**config.mk**
```make
export PLATFORM = sky130hd
export DESIGN_NAME = mtsp_pick
export DESIGN_NICKNAME = d
export VERILOG_FILES = /design/src/sv/mtsp_pkg.sv /design/src/sv/mtsp_pick.sv
export SDC_FILE = /design/constraint.sdc
export NUM_CORES = 2
export LEC_CHECK = 0
export ABC_CLOCK_PERIOD_IN_PS = 6100
export BUFFER_PORTS_ARGS = -buffer_cell sky130_fd_sc_hd__buf_2
export CAP_MARGIN = 25
export CORE_UTILIZATION = 35
export CTS_BUF_LIST = sky130_fd_sc_hd__clkbuf_2
export CTS_CLUSTER_SIZE = 10
export DETAILED_ROUTE_END_ITERATION = 16
export HOLD_SLACK_MARGIN = 0.06
export SYNTH_ARGS = -nofsm -noshare
export SYNTH_HDL_FRONTEND = slang
export SYNTH_SLANG_ARGS = --single-unit
```
**constraint.sdc**
```tcl
create_clock -name clk -period 6.1 [get_ports clk]
set_input_delay 0.915 -clock clk [delete_from_list [all_inputs] [get_ports clk]]
set_output_delay 0.915 -clock clk [all_outputs]
set_load 0.05 [all_outputs]
```
**src/sv/mtsp_pkg.sv**
```systemverilog
// Shared types, constants and stage functions for the setup PIN pipeline.
package mtsp_pkg;

	localparam logic [31:0] FNV_BASIS = 32'd2166136261;
	localparam logic [31:0] FNV_PRIME = 32'd16777619;
	localparam logic [31:0] PIN_SPAN = 32'd90000000;
	localparam logic [31:0] PIN_BASE = 32'd10000000;
	localparam logic [31:0] LCG_MUL = 32'd1664525;
	localparam logic [31:0] LCG_ADD = 32'd1013904223;
	localparam logic [26:0] FALLBACK_PIN = 27'd49368103;
	localparam logic [26:0] PIN_MIN = 27'd10000000;
	localparam logic [26:0] PIN_MAX = 27'd99999999;
	localparam int HASH_STAGES = 16;
	localparam int MAC_BYTES = 6;
	localparam int BCD_DIGITS = 8;
	localparam logic [7:0] SALT [10] = '{8'h48, 8'h55, 8'h4E, 8'h54, 8'h45,
		8'h52, 8'h2D, 8'h48, 8'h41, 8'h50};

	// one item as it travels down the pipeline
	typedef struct packed {
		logic [47:0] mac;
		logic [31:0] h;
		logic [31:0] r;
		logic [26:0] pin;
		logic [26:0] rv;
		logic [31:0] bcd;
		logic        fb;
		logic        done;
		logic        weak_hit;
		logic [4:0]  tries;
	} item_t;

	// pipeline control shared by all parts
	typedef struct packed {
		logic en;
	} ctl_t;

	function automatic logic pin_is_weak(input logic [26:0] p);
		return p == 27'd11111111 || p == 27'd12345678 ||
			p == 27'd87654321 || p == 27'd55555555;
	endfunction

	// one FNV-1a byte: MAC bytes first, then the salt
	function automatic item_t hash_stage(input item_t a, input logic [3:0] i);
		item_t o;
		logic [7:0] b;
		logic [31:0] x;
		o = a;
		if (i < 4'(MAC_BYTES)) begin
			b = a.mac[8 * (5 - i) +: 8];
		end else begin
			b = SALT[i - 4'(MAC_BYTES)];
		end
		x = a.h ^ {24'd0, b};
		o.h = x * FNV_PRIME;
		return o;
	endfunction

	// one quarter of a try: two reduce steps in each of three phases, then commit and LCG
	function automatic item_t pick_stage(input item_t a, input logic [1:0] ph);
		item_t o;
		logic [31:0] r;
		logic [31:0] d;
		logic [26:0] p;
		int s;
		o = a;
		r = (ph == 2'd0) ? a.h : a.r;
		case (ph)
			2'd0, 2'd1, 2'd2: begin
				for (int k = 0; k < 2; k++) begin
					s = 5 - 2 * int'(ph) - k;
					d = PIN_SPAN << s;
					if (r >= d) begin
						r = r - d;
					end
				end
				o.r = r;
			end
			default: begin
				p = 27'(a.r + PIN_BASE);
				if (!a.done) begin
					o.pin = p;
					o.tries = 5'(a.tries + 5'd1);
					o.weak_hit = pin_is_weak(p);
					o.done = !pin_is_weak(p);
				end
				o.h = a.h * LCG_MUL + LCG_ADD;
			end
		endcase
		return o;
	endfunction

	// peel one decimal digit with a reciprocal multiply
	function automatic item_t bcd_stage(input item_t a, input logic [2:0] k);
		item_t o;
		logic [31:0] v;
		logic [63:0] prod;
		logic [28:0] q;
		logic [31:0] dg;
		o = a;
		v = (k == 3'd0) ? {5'd0, a.pin} : {5'd0, a.rv};
		prod = {32'd0, v} * 64'h0000_0000_CCCC_CCCD;
		q = prod[63:35];
		dg = v - ({3'd0, q} * 32'd10);
		o.rv = 27'(q);
		if (k == 3'd0) begin
			o.bcd = 32'd0;
		end
		o.bcd[4 * k +: 4] = dg[3:0];
		return o;
	endfunction

endpackage

```
**src/sv/mtsp_pick.sv**
```systemverilog
// Candidate PIN tries: reduce mod span, check weak list, step the LCG.
module mtsp_pick #(
	parameter int MAX_TRIES = 4
) (
	input  logic                clk,
	input  logic                arst_n,
	input  mtsp_pkg::ctl_t      ctl,
	input  logic                in_vld,
	input  mtsp_pkg::item_t     in_itm,
	output logic                out_vld,
	output mtsp_pkg::item_t     out_itm
);

	localparam int N = 4 * MAX_TRIES;

	logic            vld_s [N + 1];
	mtsp_pkg::item_t itm_s [N + 1];

	assign vld_s[0] = in_vld;
	assign itm_s[0] = in_itm;

	for (genvar i = 0; i < N; i++) begin : g_st
		// advance valid with the stage
		always_ff @(posedge clk or negedge arst_n) begin
			if (!arst_n) begin
				vld_s[i + 1] <= 1'b0;
			end else if (ctl.en) begin
				vld_s[i + 1] <= vld_s[i];
			end
		end
		// two reduce steps, or commit a candidate
		always_ff @(posedge clk) begin
			if (ctl.en) begin
				itm_s[i + 1] <= mtsp_pkg::pick_stage(itm_s[i], 2'(i % 4));
			end
		end
	end

	assign out_vld = vld_s[N];
	assign out_itm = itm_s[N];

endmodule

```
==> summary.txt <==
Place
  – DP Area: 152900 um^2
  – Gpl congestion: 0.8942
  – Port Buffers: ~380
  – Detail Placement HPWL: 210.5 mm

Setup path
  – Most used cell along the critical path: dlygate4sd3_1
  – CP Data Required Time: around 7.9 ns
  – CP endpoint kind: flop
  – Worst path slowest cell: dlygate4sd3_1
  – Critical path arrival: roughly 7.8 ns
  – CP peak stage delay: 1.06 ns
  – Setup Crit Path Kind: input pin to flop
  – Crit path launch type: input pin
  – Crit Path Max Fanout: 11
  – Worst reg2reg setup slack: 0.20 ns
  – Critical-path cell list: dlygate4sd3_1, dlygate4sd3_1, buf_2, dlygate4sd3_1, nand2_1, or4_4, a211oi_2, dlygate4sd3_1, o31ai_1, dlygate4sd3_1, xor2_1, nand2_1, a221oi_2, o21ai_2, a311oi_4, buf_4, nor2_1, xnor2_1, dlygate4sd3_1

STA
  – Final setup viols: 0
  – Rel. slew slack: between 30% and 40%
  – Period utilisation layout: 99.71%
  – Fin. Hold Viols: 0
  – Setup Skew: 0.3449 ns
  – Slew of the pin with the lowest slew margin: 1.030 ns
  – Max Transition Viols Final: 0
  – FMAX: about 160 MHz
  – Tmin final: 6.082 ns

Die
  – I/O pins: about 420
  – Die Width: 644.4 um
  – Die H: around 640 um
  – Initial Util: 35.21%
  – Row Count: 235
  – Die ar.: 415200 um^2
  – Core area: 410200 um^2

Route
  – Antenna Nets Post-Route: 0
  – Drt drc: 0
  – Wire per inst: 16.95 um
  – First-pass DRT Iterations: 6
  – Final WL: 294.7 mm
  – Avg Vias per Cell: 4.584
  – Initial DRC Count: 4493
  – Via count: approximately 80000

Logic synthesis
  – Top cells by area, synth: edfxtp_1, fa_1, ha_1, xnor2_1, inv_1
  – Synth cell types: 114
  – FF+latch count, synth: 3093
  – Synth top area share: 63.97%
  – Sequential area share after synthesis: 64.25%
  – Cell count after synthesis: 9814
  – Syn. warnings: 0
  – Post-synth net total: 11267
  – Mapped Area: 144400 um^2
  – Asr flop ratio synth: 0.5173%
  – Post-synth EDFFs: 3077
  – Post-synth top area cell: edfxtp_1
  – Top FF cell, synth: edfxtp_1
  – Synthesized area per cell: 14.72 um^2

CTS
  – CTS tree: yes
  – Clk Latency, worst-skew pair: ~2.1 ns
  – Clock buffer depth: 4
  – Clk slew on worst S/H paths: 0.10 ns
  – Root buf cell: clkbuf_2
  – H-tree depth: 6
  – CTS buffer count: 767
  – Clk sinks: 3093

Global route
  – Global-route wire length before repair: 457.7 mm
  – GR Overflow Total: 0
  – Largest net degree at the start of global routing: 203
  – Number of global-route vias before repair: 83511
  – Antenna violations before repair: 12
  – GRT Total Usage: 13.88%

Min path
  – Hold/Removal Path Class: flop to flop

Status
  – Outcome: completed

Finish
  – Fin area: 165700 um^2
  – Fill cell count: between 30000 and 40000
  – Final design utilization: 40.39%
  – Final Net Count: ~13000
  – Area occupied by multi-input gates: 44960 um^2
  – Share of cells above drive strength 1: roughly 17%
  – Area grow syn2layout: 14.70%
  – Register area: 92800 um^2

Job
  – Max Cap Viol: 0
==> cells by family (layout without fill, tap and decap cells) <==
kind of cell / after synthesis / count (layout) / share of synthesized area, %
and+or+nand+nor: 1650 / 1650 / 5.724
DFF: 3093 / 3093 / 64.25
adders and majority gates: 1243 / 1243 / 13.63
other: 0 / 10 / 0
buffers and inverters: 1609 / 3724 / 4.778
xor gates and xnor gates: 732 / 732 / 4.454
AOI/OAI and AO/OA: 1364 / 1364 / 6.255
muxes: 123 / 123 / 0.9113
==> area by class of cell <==
type,instances,area share (%)
Sequential cell,3093,56.01
Multi-Input combinational cell,5112,27.14
Timing Repair Buffer,1188,5.763
Tap cell,5451,4.117
Clock buffer,1079,3.260
Inverter,1206,2.732
Clock inverter,251,0.9599
Antenna cell,10,0.01510
==> synthesized netlist by cell type, types with 68 or more instances <==
library cell	count
a21o_1	90
a21oi_1	296
buf_4	213
clkbuf_1	132
edfxtp_1	3077
fa_1	550
ha_1	693
inv_1	1206
mux2_2	68
nand2_1	408
nand3_1	120
nor2_1	434
nor3_1	118
o21a_1	84
o21ai_0	329
xnor2_1	531
xor2_1	198
==> state kept, by name, summed over array words and instances (netlist names) <==
signal   flops
itm_s     2871
vld_s       15
out_vld      1
out_itm    206
==> worst max-delay path, delay by kind of cell <==
family	cells	cell delay (ns)
AND/OR/NAND/NOR	4	0.77
buffers and inverters	8	4.43
AO/OA/AOI/OAI	5	1.31
XOR/XNOR	2	0.41
==> layout by cell type, fill, tap and decap left out, types with 26 or more instances in the layout <==
cell type	n
clkinv_2	45
a21o_1	90
clkbuf_2	1079
or3_1	53
fa_1	550
mux2_2	68
buf_2	384
or2_2	36
nor3_1	113
o21ai_1	27
o21ai_0	326
mux2i_1	55
and2_1	50
and3_1	45
nand2b_1	63
nor2_1	432
nor4_1	60
a31oi_1	52
dlygate4sd3_1	531
buf_4	252
nand3_1	119
inv_1	1199
clkinv_1	143
a211oi_1	65
xnor2_1	531
o31ai_1	52
nand3b_1	26
nand2_1	408
o21a_1	84
xor2_1	197
nor2b_1	65
edfxtp_1	3077
a21oi_1	292
ha_1	680
o211ai_1	48
nand4_1	59
==> layer usage <==
metal  vias up  share of wire (%)  global-route usage, %
li1      38624                  -                      -
met1     38810                 42                  16.59
met2      1711                 51                  24.68
met3       560                4.1                  2.522
met4         4                3.3                  5.478
met5         -             0.0078                      0
==> metrics by stage <==
stage | setup slack [ns] | setup TNS (ns) | hold WS [ns] | std cells
6_report | 0.01778 | 0 | 0.2692 | 17390
5_1_grt | -0.01070 | -0.01536 | 0.2620 | 17384
4_1_cts | 0.009369 | 0 | 0.09815 | 17361
3_5_place_dp | -0.03820 | -0.06220 | 0.4045 | 15496
3_3_place_gp | -0.1911 | -0.2945 | 0.4000 | 15495
2_1_floorplan | 0.1601 | 0 | 0.4003 | 9814
==> final timing paths <==
path,cells past startpoint,end,from
worst max-delay path,19,itm_s[3211],in_itm[145]
worst min-delay path,0,itm_s[696],itm_s[902]
worst max register to register,19,itm_s[2629],itm_s[2808]
worst min register to register,0,itm_s[696],itm_s[902]
max in group asynchronous,5,vld_s[7],arst_n
min in group asynchronous,5,vld_s[9],arst_n
==> what timing repair did <==
item / 4_1_cts / 5_1_grt
gates cloned: 0 / 0
setup buffers: 3 / 19
setup endpoints to repair: 1 / 20
hold buffers: 532 / 0
gates resized for setup: 0 / 43
hold endpoints to repair: 3266 / 0
pin swaps: 0 / 8
Power is left out: the tool's default activity adds up to more than one toggle a clock period on the data nets, which glitch-free logic cannot reach.
